## config.mk

```make
export PLATFORM = sky130hd
export DESIGN_NAME = modular_square_root_top
export DESIGN_NICKNAME = d
export VERILOG_FILES = /design/src/design/msr_pkg.sv /design/src/design/msr_mulm.sv /design/src/design/msr_ctrl.sv /design/src/design/modular_square_root_top.sv
export SDC_FILE = /design/constraint.sdc
export NUM_CORES = 2
export LEC_CHECK = 0
export BUFFER_PORTS_ARGS = -buffer_cell sky130_fd_sc_hd__buf_2
export CORE_AREA = 2 2 312 314
export DETAILED_ROUTE_END_ITERATION = 12
export DIE_AREA = 0 0 314 316
export MAX_ROUTING_LAYER = met4
export PLACE_DENSITY_LB_ADDON = 0.15
export SYNTH_ARGS = -nofsm -noshare
export SYNTH_HDL_FRONTEND = slang
export SYNTH_SLANG_ARGS = --single-unit
```

## constraint.sdc

```tcl
create_clock -name clk -period 9.9 [get_ports clk]
set_input_delay 1.485 -clock clk [delete_from_list [all_inputs] [get_ports clk]]
set_output_delay 1.485 -clock clk [all_outputs]
set_load 0.05 [all_outputs]
```

## src/design/msr_pkg.sv

```systemverilog
// Shared types and constants for the modular square root block.
// No dependencies; imported by every module of the block.
package msr_pkg;
  localparam int MOD_WIDTH = 32;
  localparam int VAL_WIDTH = MOD_WIDTH + 1;
  localparam int MUL_STEPS = VAL_WIDTH;
  localparam int CNT_WIDTH = $clog2(MUL_STEPS + 1);
  localparam int SH_WIDTH  = $clog2(MOD_WIDTH) + 1;

  localparam logic [1:0] SYM_ZERO    = 2'd0;
  localparam logic [1:0] SYM_RESIDUE = 2'd1;
  localparam logic [1:0] SYM_NONRES  = 2'd2;

  typedef enum logic [20:0] {
    ST_IDLE     = 21'h000001,
    ST_RED      = 21'h000002,
    ST_PW_CHECK = 21'h000004,
    ST_PW_WACC  = 21'h000008,
    ST_PW_WSQ   = 21'h000010,
    ST_CLASS    = 21'h000020,
    ST_ROOT_FIN = 21'h000040,
    ST_FACT     = 21'h000080,
    ST_ZCHK     = 21'h000100,
    ST_ZCLS     = 21'h000200,
    ST_GOT_C    = 21'h000400,
    ST_GOT_T    = 21'h000800,
    ST_GOT_R    = 21'h001000,
    ST_TLOOP    = 21'h002000,
    ST_SQCHK    = 21'h004000,
    ST_SQW      = 21'h008000,
    ST_GOT_B    = 21'h010000,
    ST_WC       = 21'h020000,
    ST_WT       = 21'h040000,
    ST_WR       = 21'h080000,
    ST_FIN      = 21'h100000
  } state_t;

  typedef struct packed {
    logic                 go;
    logic [VAL_WIDTH-1:0] x;
    logic [MOD_WIDTH-1:0] y;
  } mul_req_t;
endpackage

```

## src/design/msr_mulm.sv

```systemverilog
// Bit-serial modular multiplier: x * y mod p, one bit of x per cycle.
// Depends on msr_pkg.
module msr_mulm (
  input  logic                         clk,
  input  logic                         rst,
  input  msr_pkg::mul_req_t            req,
  input  logic [msr_pkg::MOD_WIDTH-1:0] p,
  output logic                         done,
  output logic [msr_pkg::MOD_WIDTH-1:0] product
);
  import msr_pkg::*;

  logic                 busy;
  logic [CNT_WIDTH-1:0] cnt;
  logic [VAL_WIDTH-1:0] xs;
  logic [MOD_WIDTH-1:0] yv;
  logic [MOD_WIDTH-1:0] acc;
  logic [VAL_WIDTH-1:0] dbl, red1, sum, res, pw;

  always_comb begin
    pw   = {1'b0, p};
    dbl  = {acc, 1'b0};
    red1 = (dbl >= pw) ? dbl - pw : dbl;
    sum  = red1 + (xs[VAL_WIDTH-1] ? {1'b0, yv} : '0);
    res  = (sum >= pw) ? sum - pw : sum;
  end

  always_ff @(posedge clk) begin
    if (rst) begin
      busy <= 1'b0;
      done <= 1'b0;
    end else begin
      done <= 1'b0;
      if (!busy && req.go) begin
        xs   <= req.x;
        yv   <= req.y;
        acc  <= '0;
        cnt  <= '0;
        busy <= 1'b1;
      end else if (busy) begin
        acc <= res[MOD_WIDTH-1:0];
        xs  <= xs << 1;
        cnt <= cnt + 1'b1;
        if (cnt == CNT_WIDTH'(MUL_STEPS - 1)) begin
          busy <= 1'b0;
          done <= 1'b1;
        end
      end
    end
  end

  assign product = acc;
endmodule

```

## src/design/msr_ctrl.sv

```systemverilog
// Sequencer for reduction, Euler's criterion and Tonelli-Shanks.
// Depends on msr_pkg; drives the shared msr_mulm unit.
module msr_ctrl (
  input  logic                          clk,
  input  logic                          rst,
  input  logic                          start,
  input  logic [msr_pkg::VAL_WIDTH-1:0] value,
  input  logic [msr_pkg::MOD_WIDTH-1:0] p,
  input  logic                          mul_done,
  input  logic [msr_pkg::MOD_WIDTH-1:0] mul_prod,
  output msr_pkg::mul_req_t             mul_req,
  output logic                          busy,
  output logic                          done,
  output logic [1:0]                    symbol,
  output logic [msr_pkg::MOD_WIDTH-1:0] root
);
  import msr_pkg::*;

  state_t               state, pw_ret;
  logic                 neg;
  logic [MOD_WIDTH-1:0] a, q, z, c, t, r, t2, pw_base, pw_exp, pw_acc;
  logic [SH_WIDTH-1:0]  s, m, i, sh;
  logic [VAL_WIDTH-1:0] p_inc;
  logic                 acc_one;

  always_comb begin
    p_inc   = {1'b0, p} + 1'b1;
    sh      = m - i - 1'b1;
    acc_one = (pw_acc == MOD_WIDTH'(1));
  end

  assign busy = (state != ST_IDLE);

  always_ff @(posedge clk) begin
    if (rst) begin
      state      <= ST_IDLE;
      done       <= 1'b0;
      mul_req.go <= 1'b0;
    end else begin
      done       <= 1'b0;
      mul_req.go <= 1'b0;
      unique case (state)
        ST_IDLE: begin
          if (start) begin
            if (p < MOD_WIDTH'(3) || !p[0]) begin
              symbol <= SYM_ZERO;
              root   <= '0;
              state  <= ST_FIN;
            end else begin
              neg        <= value[VAL_WIDTH-1];
              mul_req.x  <= value[VAL_WIDTH-1] ? (~value + 1'b1) : value;
              mul_req.y  <= MOD_WIDTH'(1);
              mul_req.go <= 1'b1;
              state      <= ST_RED;
            end
          end
        end
        ST_RED: begin
          if (mul_done) begin
            a       <= (neg && mul_prod != '0) ? p - mul_prod : mul_prod;
            pw_base <= (neg && mul_prod != '0) ? p - mul_prod : mul_prod;
            pw_exp  <= p >> 1;
            pw_acc  <= MOD_WIDTH'(1);
            pw_ret  <= ST_CLASS;
            state   <= ST_PW_CHECK;
          end
        end
        // square-and-multiply, returns to pw_ret with result in pw_acc
        ST_PW_CHECK: begin
          if (pw_exp == '0) begin
            state <= pw_ret;
          end else if (pw_exp[0]) begin
            mul_req.x  <= {1'b0, pw_acc};
            mul_req.y  <= pw_base;
            mul_req.go <= 1'b1;
            state      <= ST_PW_WACC;
          end else begin
            mul_req.x  <= {1'b0, pw_base};
            mul_req.y  <= pw_base;
            mul_req.go <= 1'b1;
            state      <= ST_PW_WSQ;
          end
        end
        ST_PW_WACC: begin
          if (mul_done) begin
            pw_acc     <= mul_prod;
            mul_req.x  <= {1'b0, pw_base};
            mul_req.y  <= pw_base;
            mul_req.go <= 1'b1;
            state      <= ST_PW_WSQ;
          end
        end
        ST_PW_WSQ: begin
          if (mul_done) begin
            pw_base <= mul_prod;
            pw_exp  <= pw_exp >> 1;
            state   <= ST_PW_CHECK;
          end
        end
        ST_CLASS: begin
          root <= '0;
          if (pw_acc == '0) begin
            symbol <= SYM_ZERO;
            state  <= ST_FIN;
          end else if (!acc_one) begin
            symbol <= SYM_NONRES;
            state  <= ST_FIN;
          end else begin
            symbol <= SYM_RESIDUE;
            if (a == '0) begin
              state <= ST_FIN;
            end else if (p[1:0] == 2'b11) begin
              pw_base <= a;
              pw_exp  <= MOD_WIDTH'(p_inc >> 2);
              pw_acc  <= MOD_WIDTH'(1);
              pw_ret  <= ST_ROOT_FIN;
              state   <= ST_PW_CHECK;
            end else begin
              q     <= p - 1'b1;
              s     <= '0;
              state <= ST_FACT;
            end
          end
        end
        ST_ROOT_FIN: begin
          root  <= pw_acc;
          state <= ST_FIN;
        end
        ST_FACT: begin
          if (q != '0 && !q[0]) begin
            q <= q >> 1;
            s <= s + 1'b1;
          end else begin
            z     <= MOD_WIDTH'(2);
            state <= ST_ZCHK;
          end
        end
        // search upward for a non-residue
        ST_ZCHK: begin
          if (z < p) begin
            pw_base <= z;
            pw_exp  <= p >> 1;
            pw_acc  <= MOD_WIDTH'(1);
            pw_ret  <= ST_ZCLS;
            state   <= ST_PW_CHECK;
          end else begin
            root  <= '0;
            state <= ST_FIN;
          end
        end
        ST_ZCLS: begin
          if (pw_acc != '0 && !acc_one) begin
            m       <= s;
            pw_base <= z;
            pw_exp  <= q;
            pw_acc  <= MOD_WIDTH'(1);
            pw_ret  <= ST_GOT_C;
            state   <= ST_PW_CHECK;
          end else begin
            z     <= z + 1'b1;
            state <= ST_ZCHK;
          end
        end
        ST_GOT_C: begin
          c       <= pw_acc;
          pw_base <= a;
          pw_exp  <= q;
          pw_acc  <= MOD_WIDTH'(1);
          pw_ret  <= ST_GOT_T;
          state   <= ST_PW_CHECK;
        end
        ST_GOT_T: begin
          t       <= pw_acc;
          pw_base <= a;
          pw_exp  <= MOD_WIDTH'(({1'b0, q} + 1'b1) >> 1);
          pw_acc  <= MOD_WIDTH'(1);
          pw_ret  <= ST_GOT_R;
          state   <= ST_PW_CHECK;
        end
        ST_GOT_R: begin
          r     <= pw_acc;
          state <= ST_TLOOP;
        end
        ST_TLOOP: begin
          if (t == MOD_WIDTH'(1)) begin
            root  <= r;
            state <= ST_FIN;
          end else begin
            i     <= '0;
            t2    <= t;
            state <= ST_SQCHK;
          end
        end
        ST_SQCHK: begin
          if (t2 != MOD_WIDTH'(1) && i < m) begin
            mul_req.x  <= {1'b0, t2};
            mul_req.y  <= t2;
            mul_req.go <= 1'b1;
            state      <= ST_SQW;
          end else if (t2 != MOD_WIDTH'(1) || i == '0) begin
            root  <= '0;
            state <= ST_FIN;
          end else begin
            pw_base <= c;
            pw_exp  <= MOD_WIDTH'(1) << sh[SH_WIDTH-2:0];
            pw_acc  <= MOD_WIDTH'(1);
            pw_ret  <= ST_GOT_B;
            state   <= ST_PW_CHECK;
          end
        end
        ST_SQW: begin
          if (mul_done) begin
            t2    <= mul_prod;
            i     <= i + 1'b1;
            state <= ST_SQCHK;
          end
        end
        ST_GOT_B: begin
          m          <= i;
          mul_req.x  <= {1'b0, pw_acc};
          mul_req.y  <= pw_acc;
          mul_req.go <= 1'b1;
          state      <= ST_WC;
        end
        ST_WC: begin
          if (mul_done) begin
            c          <= mul_prod;
            mul_req.x  <= {1'b0, t};
            mul_req.y  <= mul_prod;
            mul_req.go <= 1'b1;
            state      <= ST_WT;
          end
        end
        ST_WT: begin
          if (mul_done) begin
            t          <= mul_prod;
            mul_req.x  <= {1'b0, r};
            mul_req.y  <= pw_acc;
            mul_req.go <= 1'b1;
            state      <= ST_WR;
          end
        end
        ST_WR: begin
          if (mul_done) begin
            r     <= mul_prod;
            state <= ST_TLOOP;
          end
        end
        ST_FIN: begin
          done  <= 1'b1;
          state <= ST_IDLE;
        end
        default: state <= ST_IDLE;
      endcase
    end
  end
endmodule

```

## src/design/modular_square_root_top.sv

```systemverilog
// Top level of the modular square root block: modulus register, sequencer
// and shared multiplier. Depends on msr_pkg, msr_ctrl and msr_mulm.
//
// A request is taken when start is high and busy is low; the result appears
// on symbol and root while done is high for one cycle, and cannot be held off.
// Every modular product goes through one bit-serial multiplier of 33 steps.
// Classification takes one squaring per bit of (p-1)/2 and one further
// product for each set bit; a modulus of 3 mod 4 adds one more such
// power. Otherwise the non-residue search and the Tonelli-Shanks loop add
// one power per candidate tried plus up to s*s squarings. A modulus write
// is taken only while busy and start are both low.
module modular_square_root_top (
  input  logic                          clk,
  input  logic                          rst,
  input  logic                          start,
  output logic                          busy,
  input  logic signed [msr_pkg::VAL_WIDTH-1:0] value,
  output logic                          done,
  output logic [1:0]                    symbol,
  output logic [msr_pkg::MOD_WIDTH-1:0] root,
  input  logic                          cfg_valid,
  output logic                          cfg_ready,
  input  logic [31:0]                   cfg_data
);
  import msr_pkg::*;

  logic [MOD_WIDTH-1:0] prime_modulus;
  mul_req_t             mul_req;
  logic                 mul_done;
  logic [MOD_WIDTH-1:0] mul_prod;

  // hold off a write while a request is in flight or being taken
  assign cfg_ready = !busy && !start;

  always_ff @(posedge clk) begin
    if (rst) begin
      prime_modulus <= MOD_WIDTH'(3);
    end else if (cfg_valid && cfg_ready) begin
      prime_modulus <= cfg_data[MOD_WIDTH-1:0];
    end
  end

  msr_ctrl u_ctrl (
    .clk      (clk),
    .rst      (rst),
    .start    (start),
    .value    (value),
    .p        (prime_modulus),
    .mul_done (mul_done),
    .mul_prod (mul_prod),
    .mul_req  (mul_req),
    .busy     (busy),
    .done     (done),
    .symbol   (symbol),
    .root     (root)
  );

  msr_mulm u_mulm (
    .clk     (clk),
    .rst     (rst),
    .req     (mul_req),
    .p       (prime_modulus),
    .done    (mul_done),
    .product (mul_prod)
  );
endmodule
```

==> parameters.txt <==
Parameter                              Value

Drt
  Vias per cell ... 6.19
  Final ANT Viol Nets ... 0
  Number of vias in the routed layout ... 32795
  DR DRC count ... 0
  Number of detailed-routing iterations run before antenna repair ... 10
  Detail-routed net length per standard cell ... 27.9 um
  Total Routed Length ... 148 mm
  Iteration-0 DRC Markers ... 4607

Timing
  Pins Over Slew Limit ... 0
  Final hold slack ... 410 ps
  Max frequency ... 115 MHz
  Worst slew pin tran ... 1190 ps
  Tcrit/Tclk final ... 87.5%
  Minimum period implied by the final worst setup slack ... 8670 ps
  Setup repair after global routing missed its margin ... no
  Rel. slew slack ... 20.7%
  Sum of negative setup slack ... 0 ps
  Final worst clock skew ... 28.1 ps
  Final number of hold-violating endpoints ... 0
  Setup violations, final ... 0

Status
  Result of the run ... complete, no violations

Floorplanning
  Effective utilization at floorplan ... 39.6%
  Floorplan Core Area ... 0.0960 sq mm
  Placement row count ... 114
  Top-Level Pins ... 106
  Die area ... 0.0992 sq mm
  Vert. Die Dim ... 316 um
  Die X-Extent ... 314 um

Placement
  Count of buffers from port buffering ... 105
  RePlAce Congestion ... 0.972
  Detailed placer's ending HPWL ... 112 mm

Logic synthesis
  Fraction of post-synthesis cell area in the top cell type by area ... 43.3%
  Synth area leaders ... sky130_fd_sc_hd__edfxtp_1, sky130_fd_sc_hd__nand2_1, sky130_fd_sc_hd__ha_1
  Fraction of registers with async set or reset after synthesis ... 0%
  #FFs+latches synth ... 605
  Summed instance area of the synthesized netlist ... 0.0380 sq mm
  Cell type contributing the most total cell area after synthesis ... sky130_fd_sc_hd__edfxtp_1
  Avg Synthesized Cell Area ... 9.59 sq um
  Gate Count Post-Synth ... 3965
  Dominant synthesized flop cell ... sky130_fd_sc_hd__edfxtp_1
  Most used standard cells in the synthesized netlist ... sky130_fd_sc_hd__nand2_1, sky130_fd_sc_hd__edfxtp_1, sky130_fd_sc_hd__o21ai_0
  Post-Syn Nets ... 4218
  EDFF count, synth ... 548
  Library cell with the highest instance count after synthesis ... sky130_fd_sc_hd__nand2_1
  Count of synthesis-stage warnings from yosys ... 0
  Count of cell types in the netlist ... 96
  Post-synthesis sequential area ratio ... 46.3%

Job
  Max-cap check violation count ... 0

Final layout
  Final net count ... 4216
  Fillcell total ... 9241
  Largest registers ranked by flip-flop count ... u_ctrl.mul_req (66), u_mulm.xs (33)
  Share of cells above drive strength 1 ... 9.18%
  Layout overhead on the synthesized area ... 11.0%
  Area taken by flip-flops and latches ... 0.0176 sq mm
  Number of flip-flops in the largest register ... 66
  Most flop-heavy register ... u_ctrl.mul_req
  Multi-input combinational cell area ... 0.0192 sq mm

GRT
  Global-route wire length before repair ... 214 mm
  Number of antenna violations at the first check in global routing ... 2
  Vias in the first global route ... 30498
  Global-route usage over all layers ... 30.2%
  Largest net degree at the start of global routing ... 73
  GRT Residual Overflow ... 0

Pwr
  Power per cell area ... 366 mW/mm^2
  Worst VDD drop ... 0.000515 V
  Leakage ... 15.7 nW

Setup path
  Largest fanout on the critical path ... 27
  Setup crit start kind ... flop
  Stage delay of the slowest cell on the critical path ... 560 ps
  Critical-path cell with the highest stage delay ... sky130_fd_sc_hd__and2_1
  Crit path DAT ... 9170 ps
  Data required time of the worst path ... 10400 ps
  Endpoint kind of the worst setup timing path ... flop
  Critical setup path kind ... reg -> reg

Clock tree
  CTS H-tree depth ... 3
  TritonCTS buffer count ... 73
  Num Clock Sinks ... 605
  CTS Root Buffer Type ... sky130_fd_sc_hd__clkbuf_16
  Clock-pin slew on the worst setup and hold paths ... 60 ps
  Clock tree from TritonCTS ... yes
  Worst skew pair latency ... 660 ps
  Number of setup buffers added after CTS ... 0
  Number of gates given a new drive strength after cts ... 0
  Post-CTS Hold Fix Bufs ... 0
  Maximum buffer depth of the clock tree ... 3

Worst hold path
  Hold crit path type ... reg -> reg
==> kinds of logic (layout without fill, tap and decap cells) <==
family,count (synthesis),count (layout),synth area share (%)
other,0,2,0
XOR/XNOR,269,269,6.27
AND/OR/NAND/NOR,1445,1445,18.0
AO/OA/AOI/OAI,1059,1059,18.7
flip-flops,605,605,46.3
multiplexers,19,19,0.583
adder cells (fa/ha/maj),184,184,6.15
buffers and inverters,384,440,3.93
==> worst max-delay path: cells and delay by family (launching register included) <==
family / cells / cell delay (ps)
adder cells (fa/ha/maj): 3 / 1130
AO/OA/AOI/OAI: 10 / 2620
multiplexers: 1 / 420
flip-flops: 1 / 550
XOR/XNOR: 1 / 390
AND/OR/NAND/NOR: 11 / 2750
buffers and inverters: 2 / 650
==> layer usage <==
metal / vias up / global-route usage (%) / wire length (um)
met1: 16160 / 41.2 / 63800
met4: 0 / 10.9 / 5510
met5: - / - / 0
met3: 234 / 3.75 / 11500
met2: 1558 / 46.3 / 67300
li1: 14843 / - / -
==> stage by stage <==
step | cells | area, sq um | setup slack, ps | power [mW] | utilization (%)
global route | 5299 | 42200 | 567 | 16.4 | 44.0
finish | 5299 | 42200 | 1230 | 15.4 | 44.0
global placement | 5164 | 39900 | 1590 | 12.7 | 41.6
detailed placement | 5164 | 39900 | 1520 | 12.6 | 41.6
CTS | 5297 | 42200 | 1470 | 15.3 | 44.0
floorplan | 3965 | 38000 | 1430 | 10.2 | -
==> placed cells by master, fill, tap and decap left out, types with 18 or more instances in the layout <==
cell type                   instances
sky130_fd_sc_hd__a31oi_1           38
sky130_fd_sc_hd__clkbuf_16         75
sky130_fd_sc_hd__a21oi_1          202
sky130_fd_sc_hd__xnor2_1          173
sky130_fd_sc_hd__nand4_1           78
sky130_fd_sc_hd__nor4_1            85
sky130_fd_sc_hd__inv_1            129
sky130_fd_sc_hd__buf_2            105
sky130_fd_sc_hd__a22oi_1           60
sky130_fd_sc_hd__buf_4             70
sky130_fd_sc_hd__o21ai_0          295
sky130_fd_sc_hd__edfxtp_1         548
sky130_fd_sc_hd__o21bai_1          18
sky130_fd_sc_hd__and2_1            51
sky130_fd_sc_hd__clkbuf_1          23
sky130_fd_sc_hd__a22o_1            34
sky130_fd_sc_hd__nor3_1            53
sky130_fd_sc_hd__xor2_1            94
sky130_fd_sc_hd__nand3_1          107
sky130_fd_sc_hd__o31ai_1           24
sky130_fd_sc_hd__clkinv_1          18
sky130_fd_sc_hd__a21o_1            84
sky130_fd_sc_hd__nor2b_1           23
sky130_fd_sc_hd__nor2_1           258
sky130_fd_sc_hd__dfxtp_1           57
sky130_fd_sc_hd__a211oi_1          21
sky130_fd_sc_hd__nand2_1          605
sky130_fd_sc_hd__o21ai_1           26
sky130_fd_sc_hd__o21a_1            20
sky130_fd_sc_hd__nand2b_1          29
sky130_fd_sc_hd__and3_1            42
sky130_fd_sc_hd__a222oi_1         108
sky130_fd_sc_hd__ha_1             179
==> cell type report <==
type | instances | area share (%)
flip-flops and latches | 605 | 41.7
clock inverters | 35 | 0.735
diodes | 2 | 0.0119
inverters | 132 | 1.17
repair buffers | 175 | 2.49
clock buffers | 98 | 4.65
well taps | 1276 | 3.78
multi-input cells | 2976 | 45.5
==> power by group <==
part | internal [mW] | switching, mW
clock network | 1.51 | 1.16
registers | 3.33 | 0.291
logic | 3.40 | 5.75
total | 8.24 | 7.20
==> worst paths after layout <==
path	start	to	slack, ps	cells past startpoint
worst min register to register	u_ctrl.mul_req[16]	u_mulm.yv[16]	410	0
worst max register to register	prime_modulus[23]	u_mulm.product[25]	1230	28
worst max-delay path	prime_modulus[23]	u_mulm.product[25]	1230	28
worst min-delay path	u_ctrl.mul_req[16]	u_mulm.yv[16]	410	0
(Power assumes the default switching activity.)
